### config.mk
export PLATFORM = sky130hd
export DESIGN_NAME = smpg_ctrl
export DESIGN_NICKNAME = d
export VERILOG_FILES = /design/src/design/smpg_pkg.sv /design/src/design/smpg_ctrl.sv
export VERILOG_INCLUDE_DIRS = /design/src /design/src/design
export SDC_FILE = /design/constraint.sdc
export NUM_CORES = 1
export LEC_CHECK = 0
export BUFFER_PORTS_ARGS = -buffer_cell sky130_fd_sc_hd__buf_2
export CORE_AREA = 3 3 40 42
export CTS_CLUSTER_DIAMETER = 200
export CTS_CLUSTER_SIZE = 16
export DETAILED_ROUTE_END_ITERATION = 12
export DIE_AREA = 0 0 43 45
export GPL_TIMING_DRIVEN = 0
export PLACE_DENSITY = 0.69
export SLEW_MARGIN = 10
export SYNTH_ARGS = -nofsm -noshare
export SYNTH_HDL_FRONTEND = slang
export SYNTH_SLANG_ARGS = --single-unit
### constraint.sdc
create_clock -name clk -period 1.5 [get_ports clk]
set_input_delay 0.225 -clock clk [delete_from_list [all_inputs] [get_ports clk]]
set_output_delay 0.225 -clock clk [all_outputs]
set_load 0.01 [all_outputs]
### src/design/assert_macros.svh
// Assertion macros shared by the stepper move profile modules.
// Define ASSERT_OFF to compile the checks out.
`ifndef ASSERT_MACROS_SVH
`define ASSERT_MACROS_SVH
`ifndef ASSERT_OFF
`define ASSERT_IMPLIES(label, clk, rst, a, b) \
  label: assert property (@(posedge clk) disable iff (rst) (a) |-> (b)) \
    else $error("assertion failed");
`define ASSERT_NEXT(label, clk, rst, a, b) \
  label: assert property (@(posedge clk) disable iff (rst) (a) |=> (b)) \
    else $error("assertion failed");
`else
`define ASSERT_IMPLIES(label, clk, rst, a, b)
`define ASSERT_NEXT(label, clk, rst, a, b)
`endif
`endif

### src/design/smpg_pkg.sv
// Package for the stepper move profile generator: opcodes, register
// indexes, command and status types, cosine table function.
package smpg_pkg;
  localparam int CosTableDepth = 256;
  localparam logic [15:0] PeriodMax = 16'hFFFF;

  typedef enum logic [1:0] {
    OP_TIMED = 2'd0, OP_VELOCITY = 2'd1, OP_STEP = 2'd2, OP_TICK = 2'd3
  } op_t;

  typedef enum logic [2:0] {
    REG_MAX_TRAVEL = 3'd0, REG_MARGIN = 3'd1, REG_THRESHOLD = 3'd2,
    REG_STEPS_REV = 3'd3, REG_MM_REV = 3'd4
  } reg_idx_t;

  typedef enum logic [3:0] {
    CMD_NONE, CMD_AIM, CMD_DIV_PEAK, CMD_DIV_FLAT, CMD_TIMED_DONE,
    CMD_MUL_SPS, CMD_DIV_SPS, CMD_DIV_VEL, CMD_VEL_DONE, CMD_STEP,
    CMD_DIV_T, CMD_LOOKUP, CMD_DIV_PER, CMD_TICK_DONE
  } cmd_code_t;

  typedef struct packed {
    cmd_code_t code;
    logic      load;
  } cmd_t;

  typedef struct packed {
    logic div_busy;
    logic dist_zero;
    logic active;
    logic profiled;
  } status_t;

  function automatic logic signed [17:0] cos_entry(input int i, input int depth);
    logic [63:0] x, term, j;
    logic signed [63:0] acc, r;
    j = (2 * i <= depth) ? 64'(i) : 64'(depth - i);
    x = (64'd2 * 64'd843314857 * j) / 64'(depth);
    acc = 64'sd268435456;
    term = 64'd268435456;
    for (int k = 1; k <= 12; k++) begin
      term = (term * x) >> 28;
      term = (term * x) >> 28;
      term = term / 64'((2 * k - 1) * (2 * k));
      if (k % 2 == 1) acc = acc - $signed(term);
      else acc = acc + $signed(term);
    end
    if (acc >= 0) r = $signed((64'(acc) + 64'd2048) >> 12);
    else r = -$signed((64'(-acc) + 64'd2048) >> 12);
    if (r > 65536) r = 65536;
    if (r < -65536) r = -65536;
    return 18'(r);
  endfunction
endpackage

### src/design/smpg_ctrl.sv
// Controller: sequences one event through the datapath commands.
// Depends on smpg_pkg and assert_macros.svh.
module smpg_ctrl (
  input  logic              clk,
  input  logic              rst,
  input  logic              in_valid,
  output logic              in_ready,
  input  logic [1:0]        in_operation,
  output logic              out_valid,
  input  logic              out_ready,
  input  smpg_pkg::status_t status,
  output smpg_pkg::cmd_t    cmd
);
  typedef enum logic [3:0] {
    S_IDLE, S_AIM, S_BRANCH, S_PEAK, S_WPEAK, S_WFLAT, S_SPS, S_WSPS, S_WVEL,
    S_WT, S_LOOK, S_VCALC, S_WPER, S_FINISH, S_OUT
  } state_t;

  state_t state;
  logic [1:0] op;

  assign in_ready = (state == S_IDLE) || (state == S_OUT && out_ready);
  assign out_valid = (state == S_OUT);

  always_comb begin
    cmd.load = in_valid && in_ready;
    cmd.code = smpg_pkg::CMD_NONE;
    unique case (state)
      S_AIM:    cmd.code = smpg_pkg::CMD_AIM;
      S_PEAK:   cmd.code = smpg_pkg::CMD_DIV_PEAK;
      S_WPEAK:  if (!status.div_busy) cmd.code = smpg_pkg::CMD_DIV_FLAT;
      S_WFLAT:  if (!status.div_busy) cmd.code = smpg_pkg::CMD_TIMED_DONE;
      S_SPS:    cmd.code = smpg_pkg::CMD_MUL_SPS;
      S_WSPS:   cmd.code = smpg_pkg::CMD_DIV_SPS;
      S_FINISH: if (!status.div_busy) cmd.code = smpg_pkg::CMD_DIV_VEL;
      S_WVEL:   if (!status.div_busy) cmd.code = smpg_pkg::CMD_VEL_DONE;
      S_BRANCH: begin
        if (op == smpg_pkg::OP_STEP && status.active) cmd.code = smpg_pkg::CMD_STEP;
        else if (op == smpg_pkg::OP_TICK && status.active && status.profiled)
          cmd.code = smpg_pkg::CMD_DIV_T;
      end
      S_WT:     if (!status.div_busy) cmd.code = smpg_pkg::CMD_LOOKUP;
      S_VCALC:  cmd.code = smpg_pkg::CMD_DIV_PER;
      S_WPER:   if (!status.div_busy) cmd.code = smpg_pkg::CMD_TICK_DONE;
      default: ;
    endcase
  end

  always_ff @(posedge clk) begin
    if (rst) begin
      state <= S_IDLE;
      op <= '0;
    end else begin
      unique case (state)
        S_IDLE, S_OUT: if (cmd.load) begin
          op <= in_operation;
          state <= (in_operation == smpg_pkg::OP_TIMED ||
                    in_operation == smpg_pkg::OP_VELOCITY) ? S_AIM : S_BRANCH;
        end else if (state == S_OUT && out_ready) state <= S_IDLE;
        S_AIM: state <= S_BRANCH;
        S_BRANCH: begin
          if (op == smpg_pkg::OP_TIMED)
            state <= status.dist_zero ? S_OUT : S_PEAK;
          else if (op == smpg_pkg::OP_VELOCITY)
            state <= status.dist_zero ? S_OUT : S_SPS;
          else if (op == smpg_pkg::OP_TICK && status.active && status.profiled)
            state <= S_WT;
          else state <= S_OUT;
        end
        S_PEAK:  state <= S_WPEAK;
        S_WPEAK: if (!status.div_busy) state <= S_WFLAT;
        S_WFLAT: if (!status.div_busy) state <= S_OUT;
        S_SPS:   state <= S_WSPS;
        S_WSPS:  state <= S_FINISH;
        S_FINISH: if (!status.div_busy) state <= S_WVEL;
        S_WVEL: if (!status.div_busy) state <= S_OUT;
        S_WT:    if (!status.div_busy) state <= S_LOOK;
        S_LOOK:  state <= S_VCALC;
        S_VCALC: state <= S_WPER;
        S_WPER:  if (!status.div_busy) state <= S_OUT;
        default: state <= S_IDLE;
      endcase
    end
  end

  `include "assert_macros.svh"
  `ASSERT_NEXT(a_out_hold, clk, rst, out_valid && !out_ready, out_valid)
  `ASSERT_IMPLIES(a_ready_state, clk, rst, in_ready, state == S_IDLE || state == S_OUT)
  `ASSERT_NEXT(a_load_leaves, clk, rst, cmd.load, state != S_IDLE)
endmodule

==> results.cfg <==
[synthesis]
synth_commonest_cells = nand2_1 (9), nor2_1 (8), a21oi_1 (7), o21ai_1 (7)
yosysUniqueCellTypes = 37
synth_edf_count = 0
synth_cells = 90
synth_compound_area_share_pct = 37.7
synthFlopType = dfxtp_1
synthSimpleGateAreaFrac_pct = 33.0
synth.avg_cell_area_sq_um = 6.87
syn-cell-area_sq_um = 618
synthMuxAreaShare_pct = 1.62
ys_ff_latch = 6
synth_top_family_by_area = compound AO/OA/AOI/OAI gates
async_flop_share_pct = 0
synth_seq_area_share_pct = 19.4
syn_nets = 100
synth_xor_area_share_pct = 0
yosysTopAreaCell = dfxtp_1
synthTopCellsByArea = dfxtp_1 (19%), a21oi_1 (5.7%), o21ai_1 (5.7%)
synth_warnings = 0
synth-adder-area-share_pct = 0
yosysTopAreaCellShare_pct = 19.4
yosysMostFrequentCell = nand2_1

[timing]
finalCritPeriodShare_pct = 108
slew_headroom_pct = 81.0
setup_viol = 7
rsz0062_at_grt = true
setup_ws_ns = -0.115
fin_skew_ns = 0.00458
finalHoldViolations = 0
timing.hold.ws_ns = 0.204
fin_crit_ns = 1.62
worst_slew_pin_slew_ns = 0.282
clock.fmax_mhz = 619
drv_slew = 0

[placed_design]
place.gp.congestion = 0.867
dp.final_hpwl_um = 1260
port_buffers = 16
dpl_worst_slack_ns = -0.0725

[global_routing]
grt_pass1_wl_um = 3220
grt_max_degree = 11
antenna_found_initial = 0
grt_pass1_vias = 743
grtUsageTotal_pct = 22.1
overflow = 0

[critical_path]
r2r_end = state[3]
rrSetupSlack_ns = 0.02
path_cells = buf_6, and2b_1, o2111ai_1, o21ai_1, o2bb2ai_1, buf_2
crit_type = register to primary output
cpMaxStageDelayCell = dfxtp_4
rr_worst_depth = 6
crit_arrival_ns = 1.39
cp.required_ns = 1.27
path_max_fanout = 6
regToRegStartpoint = state[1]
start_kind = register
cp-end-kind = primary output
slowest_delay_ns = 0.37

[outcome]
violations = setup timing
outcome = finished with violations

[job]
max-cap-violations = 0

[floorplanning]
floorplan.initialDensity_pct = 48.1
fp.dieH_um = 45
rows = 13
dieArea_sq_mm = 0.00194
ios = 17
core_sq_mm = 0.00128
die_x_um = 43

[routing]
viasPerCell = 6.04
drtPass1Iterations = 4
route.vias.total = 821
wl_per_cell_um = 14.9
drt_iter0_drc = 57
final_antenna_net_count = 0
drc_errors = 0
drt_wl_total_um = 2020

[layout]
fillers = 109
drive_gt1_share_pct = 45.5
nets = 133
area_delta_synth_final_pct = 55.1
num_antenna_cells = 0

[clock_tree]
postCtsHoldBufs = 0
cts_tree = done
clk_pin_slew_ns = 0.05
htree_levels = 1
clk_path_buf_depth = 2
numCtsBuffers = 3
clkLatencyLatePin_ns = 0.24
cts.sinks = 6
cts_root_buf = clkbuf_4

[pwr]
power_mw = 1.35
vdd_drop_max_mv = 0.670
powerDensity_mw_per_mm2 = 1410
power.leakage_nw = 0.421

[min_path]
hold_path.class = input port to register
holdPathStages = 3
worstHoldStart = in_operation[0]
whs_endpoint = op[0]
-- worst max path at each step --
stage	start	end	slack (ns)
5_1_grt	state[1]	cmd[4]	-0.21
3_5_place_dp	state[1]	cmd[4]	-0.07
2_1_floorplan	state[0]	cmd[1]	0.13
3_3_place_gp	state[1]	cmd[4]	-0.05
4_1_cts	state[1]	cmd[2]	-0.11
6_report	state[1]	cmd[4]	-0.12
-- flip-flops by register name, indices dropped and copies added (netlist names) --
register	cells
state	4
op	2
-- power by group --
part	switching [mW]	internal, mW
registers	0.0840	0.217
logic	0.435	0.461
clock network	0.0598	0.0906
-- cells by family (layout without fill, tap and decap cells) --
kind of cell / after synthesis / after routing
multiplexers: 1 / 1
AND/OR/NAND/NOR: 38 / 38
flip-flops: 6 / 6
buffers and inverters: 10 / 41
AO/OA/AOI/OAI: 35 / 35
-- metal layers --
metal	routed length [um]	vias up	share of wire, %	GRT usage (%)
met5	0	-	0	0
met4	21	0	1.0	15.1
met1	889	371	44	29.2
met3	168	4	8.3	2.39
met2	941	49	47	33.8
li1	-	397	-	-
-- area by class of cell --
class / instances / area [sq um] / area share (%)
Tap cell: 15 / 18.8 / 1.96
Inverter: 4 / 15.0 / 1.57
Clock buffer: 3 / 22.5 / 2.35
Multi-Input combinational cell: 74 / 508 / 53.0
Sequential cell: 6 / 130 / 13.6
Timing Repair Buffer: 29 / 191 / 20.0
Buffer: 5 / 72.6 / 7.57
-- critical path, delay by kind of cell (launching register included) --
kind                   cells  cell delay (ns)
flip-flops                 1             0.37
AO/OA/AOI/OAI              3             0.36
buffers and inverters      2             0.26
AND/OR/NAND/NOR            1             0.14
-- per-stage QoR --
stage / instances / cell area, sq um / utilization [%] / setup TNS, ns
4_1_cts: 136 / 901 / 70.1 / -0.462
3_3_place_gp: 121 / 717 / 55.8 / -0.0555
2_1_floorplan: 90 / 618 / - / 0
3_5_place_dp: 121 / 717 / 55.8 / -0.257
5_1_grt: 136 / 958 / 74.6 / -0.955
6_report: 136 / 958 / 74.6 / -0.363
-- layout by cell type, fill, tap and decap left out, types with 2 or more instances in the layout --
| master | n |
|---|---|
| inv_1 | 3 |
| nand2b_1 | 3 |
| buf_6 | 6 |
| o31ai_1 | 3 |
| dfxtp_4 | 2 |
| nand2_1 | 8 |
| nand4_1 | 3 |
| buf_4 | 11 |
| dfxtp_1 | 2 |
| nor2_1 | 6 |
| nand3_1 | 2 |
| a21oi_4 | 2 |
| and2b_1 | 2 |
| clkbuf_4 | 3 |
| buf_2 | 15 |
| dfxtp_2 | 2 |
| o21ai_0 | 4 |
| a21oi_1 | 7 |
| o21ai_1 | 9 |
-- timing repair --
action                     CTS  global route
setup endpoints to repair    8            12
pin swaps                    5            10
buffers inserted            13             0
resized for setup           21            13
(Power assumes the default switching activity.)
